--- config.mk ---
export PLATFORM = sky130hd
export DESIGN_NAME = bilevel_clean_gray_convert_unit
export DESIGN_NICKNAME = d
export VERILOG_FILES = /design/src/hdl/bcg_pkg.sv /design/src/hdl/bcg_gray.sv /design/src/hdl/bcg_stats.sv /design/src/hdl/bilevel_clean_gray_convert_unit.sv
export SDC_FILE = /design/constraint.sdc
export NUM_CORES = 2
export LEC_CHECK = 0
export BUFFER_PORTS_ARGS = -buffer_cell sky130_fd_sc_hd__buf_2
export CAP_MARGIN = 30
export CORE_UTILIZATION = 30
export CTS_BUF_LIST = sky130_fd_sc_hd__clkbuf_4
export CTS_CLUSTER_SIZE = 28
export DETAILED_ROUTE_END_ITERATION = 10
export PLACE_DENSITY_LB_ADDON = 0.12
export SKIP_LAST_GASP = 1
export SLEW_MARGIN = 15
export SYNTH_ARGS = -nofsm -noshare
export SYNTH_HDL_FRONTEND = slang
export SYNTH_SLANG_ARGS = --single-unit
--- constraint.sdc ---
create_clock -name i_clk -period 11.8 [get_ports i_clk]
set_clock_uncertainty 0.2 [all_clocks]
set_input_delay 1.77 -clock i_clk [delete_from_list [all_inputs] [get_ports i_clk]]
set_output_delay 1.77 -clock i_clk [all_outputs]
set_load 0.01 [all_outputs]
--- src/hdl/bcg_pkg.sv ---
// Types, constants and functions shared by the gray convert block.
`default_nettype none

package bcg_pkg;

    localparam int MAX_PIXELS_LOG2 = 22;
    localparam int CNT_W  = MAX_PIXELS_LOG2 + 1;
    localparam int SUM_W  = MAX_PIXELS_LOG2 + 8;
    localparam int PROD_W = CNT_W + 8;

    localparam int WSUM_W = 22;
    localparam logic [WSUM_W-1:0] W_BLUE  = 22'd1868;
    localparam logic [WSUM_W-1:0] W_GREEN = 22'd9617;
    localparam logic [WSUM_W-1:0] W_RED   = 22'd4899;
    localparam logic [WSUM_W-1:0] W_ROUND = 22'd8192;
    localparam int GRAY_SHIFT = 14;

    localparam logic [7:0] WHITE = 8'd255;

    typedef enum logic [2:0] {
        CFG_COLOR_INPUT = 3'd0,
        CFG_DARK_LIMIT  = 3'd1,
        CFG_LIGHT_LIMIT = 3'd2,
        CFG_MIN_MEAN    = 3'd3,
        CFG_MAX_MEAN    = 3'd4
    } t_cfg_idx;

    typedef struct packed {
        logic       color_input;
        logic [7:0] dark_limit;
        logic [7:0] light_limit;
        logic [7:0] min_mean;
        logic [7:0] max_mean;
    } t_cfg;

    localparam t_cfg CFG_RESET = '{
        color_input: 1'b1,
        dark_limit:  8'd160,
        light_limit: 8'd180,
        min_mean:    8'd7,
        max_mean:    8'd251
    };

    // One converted pixel travelling from the gray stage to the statistics stage.
    typedef struct packed {
        logic [7:0] gray;
        logic       last;
    } t_pix;

    // Fixed-point luma with the weights summing to 2^14.
    function automatic logic [7:0] to_gray(input logic [7:0] b, input logic [7:0] g,
                                           input logic [7:0] r);
        logic [WSUM_W-1:0] acc;
        acc = W_BLUE * WSUM_W'(b) + W_GREEN * WSUM_W'(g) + W_RED * WSUM_W'(r) + W_ROUND;
        return acc[GRAY_SHIFT +: 8];
    endfunction

endpackage

`default_nettype wire

--- src/hdl/bcg_gray.sv ---
// Input register, pixel cleaning and gray conversion, and the gray register.
`default_nettype none

module bcg_gray (
    input  wire logic          i_clk,
    input  wire logic          i_rst_n,
    input  wire bcg_pkg::t_cfg i_cfg,
    input  wire logic          i_valid,
    output logic               o_stall,
    input  wire logic [7:0]    i_blue,
    input  wire logic [7:0]    i_green,
    input  wire logic [7:0]    i_red,
    input  wire logic          i_last_pixel,
    output logic               o_pix_valid,
    input  wire logic          i_pix_ready,
    output bcg_pkg::t_pix      o_pix
);
    import bcg_pkg::*;

    logic       r_s1_valid;
    logic [7:0] r_blue;
    logic [7:0] r_green;
    logic [7:0] r_red;
    logic       r_last;
    logic       r_s2_valid;
    t_pix       r_pix;
    t_pix       n_pix;
    logic       s1_ready;
    logic       s2_ready;
    logic       is_dark;
    logic       is_light;

    assign s2_ready = !r_s2_valid || i_pix_ready;
    assign s1_ready = !r_s1_valid || s2_ready;
    assign o_stall  = !s1_ready;

    always_comb begin
        is_dark  = (r_blue < i_cfg.dark_limit) && (r_green < i_cfg.dark_limit) &&
                   (r_red < i_cfg.dark_limit);
        is_light = (r_blue > i_cfg.light_limit) && (r_green > i_cfg.light_limit) &&
                   (r_red > i_cfg.light_limit);
        n_pix.last = r_last;
        if (!i_cfg.color_input) begin
            n_pix.gray = r_blue;
        end else if (is_dark || is_light) begin
            n_pix.gray = to_gray(r_blue, r_green, r_red);
        end else begin
            // A whitened pixel converts to full white since the weights sum to 2^14.
            n_pix.gray = to_gray(WHITE, WHITE, WHITE);
        end
    end

    always_ff @(posedge i_clk) begin
        if (!i_rst_n) begin
            r_s1_valid <= 1'b0;
            r_s2_valid <= 1'b0;
        end else begin
            if (s1_ready) begin
                r_s1_valid <= i_valid;
            end
            if (s2_ready) begin
                r_s2_valid <= r_s1_valid;
            end
        end
    end

    always_ff @(posedge i_clk) begin
        if (i_valid && s1_ready) begin
            r_blue  <= i_blue;
            r_green <= i_green;
            r_red   <= i_red;
            r_last  <= i_last_pixel;
        end
        if (r_s1_valid && s2_ready) begin
            r_pix <= n_pix;
        end
    end

    assign o_pix_valid = r_s2_valid;
    assign o_pix       = r_pix;

endmodule

`default_nettype wire

--- src/hdl/bcg_stats.sv ---
// Brightness accumulator, mean limit products and compare, and the result register.
`default_nettype none

module bcg_stats (
    input  wire logic          i_clk,
    input  wire logic          i_rst_n,
    input  wire bcg_pkg::t_cfg i_cfg,
    input  wire logic          i_pix_valid,
    output logic               o_pix_ready,
    input  wire bcg_pkg::t_pix i_pix,
    output logic               o_valid,
    input  wire logic          i_stall,
    output logic [7:0]         o_gray,
    output logic               o_last_out,
    output logic               o_image_ok
);
    import bcg_pkg::*;

    logic              r_sum_valid;
    logic [SUM_W-1:0]  r_sum;
    logic [CNT_W-1:0]  r_count;
    logic [SUM_W-1:0]  n_sum;
    logic [CNT_W-1:0]  n_count;

    logic              r_s3_valid;
    t_pix              r_s3_pix;
    logic [SUM_W-1:0]  r_s3_sum;
    logic [CNT_W-1:0]  r_s3_count;

    logic              r_s4_valid;
    t_pix              r_s4_pix;
    logic [SUM_W-1:0]  r_s4_sum;
    logic [PROD_W-1:0] r_s4_min;
    logic [PROD_W-1:0] r_s4_max;

    logic              r_out_valid;
    t_pix              r_out_pix;
    logic              r_out_ok;
    logic              n_ok;

    logic              out_ready;
    logic              s4_ready;
    logic              s3_ready;

    assign out_ready   = !r_out_valid || !i_stall;
    assign s4_ready    = !r_s4_valid || out_ready;
    assign s3_ready    = !r_s3_valid || s4_ready;
    assign o_pix_ready = s3_ready;

    // The count saturates at its limit; the top count bit set means the limit is reached.
    always_comb begin
        if (!r_count[MAX_PIXELS_LOG2]) begin
            n_sum   = r_sum + SUM_W'(i_pix.gray);
            n_count = r_count + CNT_W'(1);
        end else begin
            n_sum   = r_sum;
            n_count = r_count;
        end
    end

    assign n_ok = r_s4_pix.last && (PROD_W'(r_s4_sum) > r_s4_min) &&
                  (PROD_W'(r_s4_sum) < r_s4_max);

    always_ff @(posedge i_clk) begin
        if (!i_rst_n) begin
            r_sum_valid <= 1'b0;
            r_sum       <= '0;
            r_count     <= '0;
            r_s3_valid  <= 1'b0;
            r_s4_valid  <= 1'b0;
            r_out_valid <= 1'b0;
        end else begin
            r_sum_valid <= 1'b1;
            if (i_pix_valid && s3_ready) begin
                if (i_pix.last) begin
                    r_sum   <= '0;
                    r_count <= '0;
                end else begin
                    r_sum   <= n_sum;
                    r_count <= n_count;
                end
            end
            if (s3_ready) begin
                r_s3_valid <= i_pix_valid;
            end
            if (s4_ready) begin
                r_s4_valid <= r_s3_valid;
            end
            if (out_ready) begin
                r_out_valid <= r_s4_valid;
            end
        end
    end

    always_ff @(posedge i_clk) begin
        if (i_pix_valid && s3_ready) begin
            r_s3_pix   <= i_pix;
            r_s3_sum   <= n_sum;
            r_s3_count <= n_count;
        end
        if (r_s3_valid && s4_ready) begin
            r_s4_pix <= r_s3_pix;
            r_s4_sum <= r_s3_sum;
            r_s4_min <= PROD_W'(i_cfg.min_mean) * PROD_W'(r_s3_count);
            r_s4_max <= PROD_W'(i_cfg.max_mean) * PROD_W'(r_s3_count);
        end
        if (r_s4_valid && out_ready) begin
            r_out_pix <= r_s4_pix;
            r_out_ok  <= n_ok && r_sum_valid;
        end
    end

    assign o_valid    = r_out_valid;
    assign o_gray     = r_out_pix.gray;
    assign o_last_out = r_out_pix.last;
    assign o_image_ok = r_out_ok;

endmodule

`default_nettype wire

--- src/hdl/bilevel_clean_gray_convert_unit.sv ---
// Top level of the bilevel clean and gray convert block: configuration and two stages.
// A pixel accepted at the input passes the input, gray, sum, limit product and result
// registers in that order. Throughput: one pixel per clock while the result is not
// stalled. The five pipeline registers each move on when the register after them is
// free or being emptied; a stalled result holds up the input only once all five are full.
// Reset: synchronous, active low; clears the pipeline, the image sum and count, and
// restores all configuration registers to their documented defaults.
`default_nettype none

module bilevel_clean_gray_convert_unit (
    input  wire logic       i_clk,
    input  wire logic       i_rst_n,
    // Configuration write channel; indexes beyond the register list are ignored.
    input  wire logic       i_cfg_valid,
    output logic            o_cfg_ready,
    input  wire logic [2:0] i_cfg_index,
    input  wire logic [7:0] i_cfg_data,
    // Pixel input channel.
    input  wire logic       i_valid,
    output logic            o_stall,
    input  wire logic [7:0] i_blue,
    input  wire logic [7:0] i_green,
    input  wire logic [7:0] i_red,
    input  wire logic       i_last_pixel,
    // Result channel.
    output logic            o_valid,
    input  wire logic       i_stall,
    output logic [7:0]      o_gray,
    output logic            o_last_out,
    output logic            o_image_ok
);
    import bcg_pkg::*;

    t_cfg r_cfg;
    t_pix pix;
    logic pix_valid;
    logic pix_ready;

    // The register file accepts a write in every cycle. The user writes it only while
    // the pipeline is empty, so the stages can read it directly without shadow copies.
    assign o_cfg_ready = 1'b1;

    always_ff @(posedge i_clk) begin
        if (!i_rst_n) begin
            r_cfg <= CFG_RESET;
        end else if (i_cfg_valid && o_cfg_ready) begin
            unique case (t_cfg_idx'(i_cfg_index))
                CFG_COLOR_INPUT: r_cfg.color_input <= i_cfg_data[0];
                CFG_DARK_LIMIT:  r_cfg.dark_limit  <= i_cfg_data;
                CFG_LIGHT_LIMIT: r_cfg.light_limit <= i_cfg_data;
                CFG_MIN_MEAN:    r_cfg.min_mean    <= i_cfg_data;
                CFG_MAX_MEAN:    r_cfg.max_mean    <= i_cfg_data;
                default: ;
            endcase
        end
    end

    // First half: the pixel is registered; with color input it is cleaned toward white unless
    // clearly dark or light and converted to gray, else blue is taken as gray; then registered.
    bcg_gray u_gray (
        .i_clk        (i_clk),
        .i_rst_n      (i_rst_n),
        .i_cfg        (r_cfg),
        .i_valid      (i_valid),
        .o_stall      (o_stall),
        .i_blue       (i_blue),
        .i_green      (i_green),
        .i_red        (i_red),
        .i_last_pixel (i_last_pixel),
        .o_pix_valid  (pix_valid),
        .i_pix_ready  (pix_ready),
        .o_pix        (pix)
    );

    // Second half: the gray value is added into the image sum, the mean limits are
    // scaled by the pixel count in a registered multiply, and the last pixel of an
    // image carries the verdict of the two compares.
    bcg_stats u_stats (
        .i_clk       (i_clk),
        .i_rst_n     (i_rst_n),
        .i_cfg       (r_cfg),
        .i_pix_valid (pix_valid),
        .o_pix_ready (pix_ready),
        .i_pix       (pix),
        .o_valid     (o_valid),
        .i_stall     (i_stall),
        .o_gray      (o_gray),
        .o_last_out  (o_last_out),
        .o_image_ok  (o_image_ok)
    );

endmodule

`default_nettype wire

==> results_dict.tcl <==
set metrics [dict create \
    status "complete, no violations" \
    core_um2 98420 \
    stdcell_area_um2 32850 \
    critPathArrivalTime_ps 8660 \
    synth_top_area_cell "fa_1" \
    post-route-min-period_ps 8272 \
    worstSetupPathType "register to register" \
    grt_use_total_pct 17.67 \
    place_congestion 0.8306 \
    layout-drive-gt1-share_pct 8.530 \
    placed_area_um2 31610 \
    hp-class "register to register" \
    critPathCaptureType "register" \
    cp-start-kind "register" \
    power.density_nw_per_um2 279.0 \
    cts_tree "done" \
    grt_setup_unrepaired "no" \
    setup_violations 0 \
    ys_async_sr_fraction_pct 0 \
    critical_path.max_stage_delay_ps 580 \
    io_buffers 52 \
    viasPerCell 4.767 \
    ys_warn_count 0 \
    syn_area_per_cell_um2 9.909 \
    rows 115 \
    clockBufferDepth 3 \
    synth.most_common_cell "inv_1" \
    max-vdd-ir-drop_v 0.0005314 \
    timing.reg2reg.setup_slack_ps 3530 \
    power_uw 9167 \
    synth_fp_nets 3748 \
    clock_latency_ps 900 \
    grt_pass1_wl_mm 134.9 \
    die_area_um2 100700 \
    start_util_pct 30.31 \
    cts_root_buf "clkbuf_4" \
    grt_max_degree 81 \
    whs_ps 191.0 \
    synth_area_um2 29830 \
    cts-htree-levels 3 \
    synth_area_leaders "fa_1 23%, edfxtp_1 21%, ha_1 15%, inv_1 6.5%, dfxtp_1 6.2%" \
    synth_seq_cells 299 \
    yosys-top-cells-count "515 x inv_1, 357 x ha_1, 350 x nand2_1, 340 x fa_1, 207 x edfxtp_1" \
    tightest_slew_ps 963.0 \
    cpMaxStageDelayCell "edfxtp_1" \
    min_period_over_period_pct 70.10 \
    leakagePower_uw 0.01526 \
    synthCells 3010 \
    clk_pin_slew_ps 60 \
    drtIter0Drc 1007 \
    ant_nets 0 \
    routed_wl_mm 85.31 \
    synth_edf_count 207 \
    maxCapViolCount 0 \
    num_vias 21300 \
    cts_resized 0 \
    synthDistinctLibCells 76 \
    dr.pass1.iters 5 \
    post_drt_wl_per_cell_um 19.09 \
    ctsHoldBuffers 0 \
    area_growth_pct 10.15 \
    ys_seq_area_share_pct 27.01 \
    relSlewSlack_pct 35.80 \
    timing.fmax_ghz 0.1209 \
    hpwl_mm 66.13 \
    post-cts-setup-buffers 0 \
    overflow 0 \
    drc_errors 0 \
    antenna_found_initial 2 \
    final_nets 3838 \
    hold_viol_final 0 \
    die_w_um 317.3 \
    tns_ps 0 \
    required_ps 12190 \
    crit_fanout 7 \
    synth_flop_cell "edfxtp_1" \
    clock-sinks 299 \
    cts_buffers 92 \
    io_pins 54 \
    synth_top_area_share_pct 22.82 \
    grt_pass1_vias 23510 \
    report.final.slew_viol_count 0 \
    die_y_um 317.3 \
]
[per-stage QoR]
stage / utilization [%] / cells / setup slack (ps)
after CTS: 33.32 / 4459 / 3551
after floorplan: - / 3010 / 4316
after global placement: 32.04 / 4282 / 3608
after global routing: 33.38 / 4468 / 3114
after detailed placement: 32.12 / 4288 / 3575
final: 33.38 / 4469 / 3528
[cell type report]
class,instances,area [µm²]
Timing Repair Buffer,92,609.3
Clock buffer,135,1013
Tap cell,1287,1610
Multi-Input combinational cell,2097,19440
Antenna cell,5,12.51
Sequential cell,299,8058
Clock inverter,36,166.4
Inverter,518,1944
Fill cell,10260,65570
[power by group]
part | internal (µW) | switching, µW
logic | 2780 | 3870
registers | 1410 | 80.9
clock network | 529 | 494
total | 4720 | 4450
[routing by layer]
layer	up-vias	GRT usage [%]	share of wire [%]
met2	363	33.58	53
met3	122	2.335	2.9
met1	10680	20.23	41
li1	10140	-	-
met4	0	5.513	2.7
met5	-	0	0
[final timing paths]
path,start,end,depth (start not counted)
worst max-delay path,u_gray.r_blue[4],u_gray.o_pix[8],28
worst min-delay path,u_stats.r_s3_sum[7],u_stats.r_s4_sum[7],0
worst max register to register,u_gray.r_blue[4],u_gray.o_pix[8],28
worst min register to register,u_stats.r_s3_sum[7],u_stats.r_s4_sum[7],0
[cells by family after synthesis]
| group | after synthesis | share of synthesized area (%) |
|---|---|---|
| AOI/OAI and AO/OA | 447 | 9.967 |
| xor gates and xnor gates | 119 | 3.494 |
| adders and majority gates | 697 | 37.80 |
| buffers and inverters | 614 | 7.844 |
| DFF | 299 | 27.01 |
| muxes | 3 | 0.1133 |
| other | 1 | 0.01257 |
| and+or+nand+nor | 830 | 13.76 |
[registers in the layout, summed over array words and instances, names as in the netlist, 23 cells and up]
| signal | cells |
|---|---|
| u_stats.r_s4_min | 31 |
| u_stats.r_s3_count | 23 |
| u_stats.r_s3_sum | 30 |
| u_stats.r_s4_sum | 30 |
| u_stats.r_sum | 30 |
| u_stats.r_s4_max | 31 |
| u_stats.r_count | 23 |
| r_cfg | 33 |
[critical path, delay by kind of cell, from the launching register on]
kind	cells	cell delay, ps
AND/OR/NAND/NOR	3	370
adder cells (fa/ha/maj)	11	4660
buffers and inverters	6	400
AO/OA/AOI/OAI	7	1590
XOR/XNOR	1	200
flip-flops	1	580
[layout by cell type, fill, tap and decap left out, types with 42 or more instances in the layout]
cell and n:
inv_1 515, ha_1 357, nand2_1 350, fa_1 340, edfxtp_1 207, and2_1 185, clkbuf_4 135, a21oi_1 109
dfxtp_1 92, o21ai_0 87, xnor2_1 86, nor2_1 73, a21o_1 57, nand3_1 56, buf_2 54, nor2b_1 42
No activity file was read; power rests on OpenSTA's default activity.
